--- src/hdl/sfswa_pkg.sv ---
// shared constants for the storm forward speed wind adder
`default_nettype none
package sfswa_pkg;

   localparam logic [30:0] QONE               = 31'h4000_0000;
   localparam logic [14:0] FULL_TURN          = 15'd23040;
   localparam logic [14:0] QUARTER_TURN       = 15'd5760;
   localparam logic [14:0] HALF_TURN          = 15'd11520;
   localparam logic [14:0] THREE_QUARTER_TURN = 15'd17280;
   localparam logic [34:0] RAD_PER_UNIT_Q46   = 35'd19190098060;
   localparam logic [32:0] ROUND_HALF         = 33'd8192;
   localparam logic [16:0] OUT_MAX            = 17'h1FFFF;

   // taylor series divisors and their 2^32 reciprocals
   localparam int NUM_ITER = 5;
   localparam logic [6:0]  DIV_K     [NUM_ITER] = '{7'd110, 7'd72, 7'd42, 7'd20, 7'd6};
   localparam logic [29:0] DIV_RECIP [NUM_ITER] = '{30'd39045157, 30'd59652323,
                                                    30'd102261126, 30'd214748364,
                                                    30'd715827882};

   localparam int SINE_LAT    = 3 * NUM_ITER + 5;
   localparam int RATIO_STEPS = 30;
   localparam int SQRT_STEPS  = 32;
   localparam int ALIGN_DLY   = RATIO_STEPS + 1;
   localparam int SINE_DLY    = RATIO_STEPS - SINE_LAT;
   localparam int PIPE_DEPTH  = RATIO_STEPS + SQRT_STEPS + 8;

endpackage
`default_nettype wire

--- src/hdl/sfswa_isqrt.sv ---
// pipelined integer square root, one result bit per stage
`default_nettype none
module sfswa_isqrt (
   input  logic        clock,
   input  logic [62:0] radicand,
   output logic [31:0] root
);

   localparam int S = sfswa_pkg::SQRT_STEPS;

   logic [32:0] rem_ff  [S-1];
   logic [63:0] bits_ff [S-1];
   logic [31:0] root_ff [S];

   for (genvar i = 0; i < S; i++) begin : g_step
      logic [32:0] rem_src;
      logic [63:0] bits_src;
      logic [31:0] root_src;
      logic [34:0] cur;
      logic [34:0] trial;
      logic        take;

      if (i == 0) begin : g_first
         assign rem_src  = '0;
         assign bits_src = {1'b0, radicand};
         assign root_src = '0;
      end else begin : g_next
         assign rem_src  = rem_ff[i-1];
         assign bits_src = bits_ff[i-1];
         assign root_src = root_ff[i-1];
      end

      assign cur   = {rem_src, bits_src[63:62]};
      assign trial = {1'b0, root_src, 2'b01};
      assign take  = (cur >= trial);

      always_ff @(posedge clock) begin
         root_ff[i] <= {root_src[30:0], take};
      end

      if (i < S - 1) begin : g_more
         logic [34:0] diff;
         assign diff = cur - trial;
         always_ff @(posedge clock) begin
            rem_ff[i]  <= take ? diff[32:0] : cur[32:0];
            bits_ff[i] <= {bits_src[61:0], 2'b00};
         end
      end
   end

   assign root = root_ff[S-1];

endmodule
`default_nettype wire

--- config.mk ---
export PLATFORM = sky130hd
export DESIGN_NAME = sfswa_isqrt
export DESIGN_NICKNAME = d
export VERILOG_FILES = /design/src/hdl/sfswa_pkg.sv /design/src/hdl/sfswa_isqrt.sv
export SDC_FILE = /design/constraint.sdc
export NUM_CORES = 2
export LEC_CHECK = 0
export BUFFER_PORTS_ARGS = -buffer_cell sky130_fd_sc_hd__buf_2
export CAP_MARGIN = 20
export CORE_MARGIN = 3
export CORE_UTILIZATION = 65
export DETAILED_ROUTE_END_ITERATION = 8
export GPL_TIMING_DRIVEN = 0
export PLACE_DENSITY = 0.82
export SKIP_CTS_REPAIR_TIMING = 1
export SLEW_MARGIN = 15
export SYNTH_ARGS = -nofsm -noshare
export SYNTH_HDL_FRONTEND = slang
export SYNTH_SLANG_ARGS = --single-unit
--- constraint.sdc ---
create_clock -name clock -period 10.26 [get_ports clock]
set_input_delay 2.052 -clock clock [delete_from_list [all_inputs] [get_ports clock]]
set_output_delay 2.052 -clock clock [all_outputs]
set_load 0.005 [all_outputs]
### Yosys cells after proc, flatten, opt, wreduce, memory -nomap -nowiden

Memories as Yosys holds them, arrays and structs flattened.
Index checks and enable logic that the tools add are counted.

| word-level totals | value |
|---|---|
| logic and storage cells | 97 |
| output and inout bits | 32 |
| register bits | 0 |
| memories kept | 3 |
| memory bits (writable) | 3969 |

| operators by class | value |
|---|---|
| mux-type cells | 31 |
| magnitude comparators | 32 |
| $add $sub $neg | 31 |

Memories:

| memory | words | bits a word | read ports | clocked after memory_dff | write ports | line | source |
|---|---|---|---|---|---|---|---|
| bits_ff | 31 | 62 | 31 | 0 | 31 | sfswa_isqrt.sv:12 | `logic [63:0] bits_ff [S-1];` |
| root_ff | 32 | 32 | 32 | 0 | 32 | sfswa_isqrt.sv:13 | `logic [31:0] root_ff [S];` |
| rem_ff | 31 | 33 | 31 | 0 | 31 | sfswa_isqrt.sv:11 | `logic [32:0] rem_ff [S-1];` |

Operators by type and width:

| operator | number |
|---|---|
| greater-or-equal comparator 35 x 34 -> 1 bit | 31 |
| two-way mux 33 bit | 31 |
| subtractor 33 bit | 30 |
| subtractor 1 x 1 -> 2 bit (second input constant) | 1 |
| greater-or-equal comparator 1 bit (second input constant) | 1 |

### Longest topological paths before layout

An unclocked memory read counts as a cell.

| logic depth | value |
|---|---|
| word-level depth | 3 |
| gate-level depth with buffers | 14 |

### Worst setup path before layout

No wires, ideal clock.

| timing | value |
|---|---|
| path type | register to register |
| start | memory rem_ff[17][23], in the netlist rem_ff[1][56] |
| end | memory rem_ff[18][13], in the netlist rem_ff[1][79] |
| clock period less this slack | 3.236 ns |
| slack | 7.024 ns |
| library setup time | 0.123 ns |
| data required time | 10.137 ns |
| arrival time | 3.113 ns |
| stages on the path, launching flop included | 10 |
| cells stage by stage | dfxtp_1 > or4_1 > or4_1 > or3_1 > a31oi_1 > nand2_1 > or3_1 > a21oi_2 > buf_2 > mux2_1 |

RTL lines:

| what | line |
|---|---|
| start: declaration | sfswa_isqrt.sv:11 |

==> impl_metrics.env <==
export IMPL_cap_violations=0
export IMPL_clock_latency_ns=0.83
export IMPL_status="finished, final reports clean"
export IMPL_grt_pass1_wl_mm=329
export IMPL_postPlaceCellArea_sq_um=93800
export IMPL_core_area_sq_um=138000
export IMPL_comb_power_share=0.164
export IMPL_postLayoutCellArea_sq_um=102000
export IMPL_hold_start="bits_ff[0][606]"
export IMPL_synth_top_cell_area_share=0.548
export IMPL_dr_wl_met2_mm=96.0
export IMPL_clkPwrFrac=0.351
export IMPL_setup_ws_ns=5.20
export IMPL_synth_area_per_cell_sq_um=10.2
export IMPL_ys_seq_area_frac=0.548
export IMPL_finalSetupViolations=0
export IMPL_place_ws_ns=5.30
export IMPL_hold_path_class="register to register"
export IMPL_finalSetupTns_ns=0
export IMPL_timing_final_crit_share=0.493
export IMPL_drc_errors=0
export IMPL_cts_root_buffer="clkbuf_16"
export IMPL_vias=63900
export IMPL_gp_congestion=0.956
export IMPL_grt_use_total=0.280
export IMPL_wl_per_cell_microns=18.5
export IMPL_p_per_area_nw_per_um2=251
export IMPL_synth_edf_count=0
export IMPL_power_leakage_uw=0.0480
export IMPL_worst_pin_slew_ns=1.07
export IMPL_viasPerCell=5.66
export IMPL_grt_max_degree=19
export IMPL_numCtsBuffers=225
export IMPL_io_pins=96
export IMPL_synthToLayoutAreaGrowth_pct=12.2
export IMPL_yosysTopAreaCell="dfxtp_1"
export IMPL_synthSimpleGateAreaFrac=0.120
export IMPL_switching_share=0.285
export IMPL_clk_pin_slew_ns=0.07
export IMPL_synth_area_sq_um=91000
export IMPL_portBuffers=95
export IMPL_synth_cell_types=87
export IMPL_syn_inst=8899
export IMPL_skew_ns=0.0466
export IMPL_h_tree_depth=4
export IMPL_clock_path_buffers=3
export IMPL_initialDrtViolationCount=4511
export IMPL_finalMaxSlewViolations=0
export IMPL_path_class="register to register"
export IMPL_cts_sinks=2488
export IMPL_p_int_uw=18300
export IMPL_nets=9847
export IMPL_cp_arrival_ns=5.68
export IMPL_period_needed_ns=5.06
export IMPL_p_seq_frac=0.485
export IMPL_finalNonFillerCells=11300
export IMPL_critPathLaunchType="register"
export IMPL_synth_xor_area_share=0.0760
export IMPL_rrSetupSlack_ns=5.20
export IMPL_synthAdderAreaFrac=0.0769
export IMPL_ys_ff_latch=2488
export IMPL_ant_nets=0
export IMPL_worstPathRequired_ns=10.88
export IMPL_synthMuxAreaShare=0.0156
export IMPL_synth_fp_nets=9522
export IMPL_synthTopCellsByCount="dfxtp_1, inv_1, nand2_1"
export IMPL_die_h_microns=380
export IMPL_drive_gt1_frac=0.0696
export IMPL_reg2reg_from="root_ff[28][12]"
export IMPL_start_util=0.658
export IMPL_yosysMostFrequentCell="dfxtp_1"
export IMPL_worstSetupStartpoint="root_ff[28][12]"
export IMPL_hold_violations=0
export IMPL_async_flop_share=0
export IMPL_met3WireLength_mm=11.9
export IMPL_r2r_cells=13
export IMPL_place_detailed_hpwl_mm=151
export IMPL_drt_met1_wl_mm=90.5
export IMPL_yosys_warnings=0
export IMPL_antenna_found_initial=3
export IMPL_cp_max_fo=10
export IMPL_switchingPower_uw=7320
export IMPL_whs_ns=0.310
export IMPL_routed_wl_mm=209
export IMPL_max_freq_mhz=198
export IMPL_highest_signal_layer="met4"
export IMPL_drtPass1Iterations=6
export IMPL_hold_path_depth=0
export IMPL_std_cell_rows=136
export IMPL_placed_cells=10900
export IMPL_die_x_microns=380
export IMPL_synth_compound_area_share=0.127
export IMPL_peakVddDrop_mv=0.196
export IMPL_grt_overflow_total=0
export IMPL_synthTopCellsByArea="dfxtp_1, ha_1, xnor2_1"
export IMPL_rsz0062_at_grt="no"
export IMPL_synth_top_family_by_area="compound AO/OA/AOI/OAI gates"
export IMPL_cts_tree="done"
export IMPL_cp_end_kind="register"
export IMPL_first_global_vias=63200
export IMPL_relSlewSlack=0.279
export IMPL_fp_dieArea_sq_um=144000
export IMPL_ys_flop_type="dfxtp_1"
==> worst paths after layout <==
| kind | endpoint |
|---|---|
| worst max-delay path | rem_ff[1][458] |
| worst min-delay path | bits_ff[0][670] |
| worst max register to register | rem_ff[1][458] |
| worst min register to register | bits_ff[0][670] |
==> kinds of logic (layout without fill, tap and decap cells) <==
family	count (synthesis)	after routing
AO/OA/AOI/OAI	1846	1846
XOR/XNOR	789	789
adder cells (fa/ha/maj)	559	559
buffers and inverters	890	1403
flip-flops	2488	2488
multiplexers	128	128
other	1	3
AND/OR/NAND/NOR	2198	2198
==> power by group through the flow <==
stage,registers [uW],clock network [uW],logic [uW]
after CTS,12400,9120,4170
after detailed placement,12600,0,4100
after floorplan,12100,0,3250
after global placement,12500,0,4010
after global routing,12600,9490,4690
final,12400,8990,4210
==> per-layer routing <==
metal	global-route usage	vias up
met4	0.133	0
met3	0.0384	588
met2	0.466	2143
met5	0	-
met1	0.362	30000
li1	-	31200
==> layout make-up <==
cell class	instances	area [sq um]
tap	1863	2330
inverter	702	2640
multi-input combinational	5521	37800
sequential	2488	49800
timing repair buffer	98	498
clock inverter	124	1880
fill	9531	36200
antenna	2	5.00
clock buffer	291	6330
buffer	188	722
==> placed cells by master, fill, tap and decap left out, drive strengths merged, types with 35 or more instances in the layout <==
master and instances:
clkinv 63, and3 64, o21ai 466, mux2 111, a21oi 552, o31ai 58
dfxtp 2488, o211ai 35, nor2 516, inv 716, xnor2 409, nand2b 110
nand4 98, nor2b 72, a21o 249, or4 52, buf 123, or3 80
nand3 137, a31oi 45, ha 559, xor2 380, o21bai 53, nand2 566
a211oi 46, o21a 114, nor3 210, nor4 129, clkbuf 453
==> sequential cells by signal (all words and copies together), names as in the netlist <==
signal	count
rem_ff	968
root_ff	528
bits_ff	992
==> stage by stage <==
stage          total power [uW]  utilization
3_5_place_dp              16700        0.679
3_3_place_gp              16500        0.679
4_1_cts                   25700        0.738
2_1_floorplan             15300            -
5_1_grt                   26700        0.738
6_report                  25600        0.738
==> critical path, stage by stage (launching register included) <==
cell,delay (ns)
dfxtp_1,0.39
inv_1,0.06
ha_1,0.38
nand4_1,0.19
nor3_1,0.47
a21bo_2,0.34
nand4_1,0.13
a31oi_1,0.13
o21ai_0,0.39
a21o_1,0.18
clkbuf_1,0.50
clkbuf_1,0.70
clkbuf_1,0.71
a21oi_1,0.26
(Power assumes the default switching activity.)
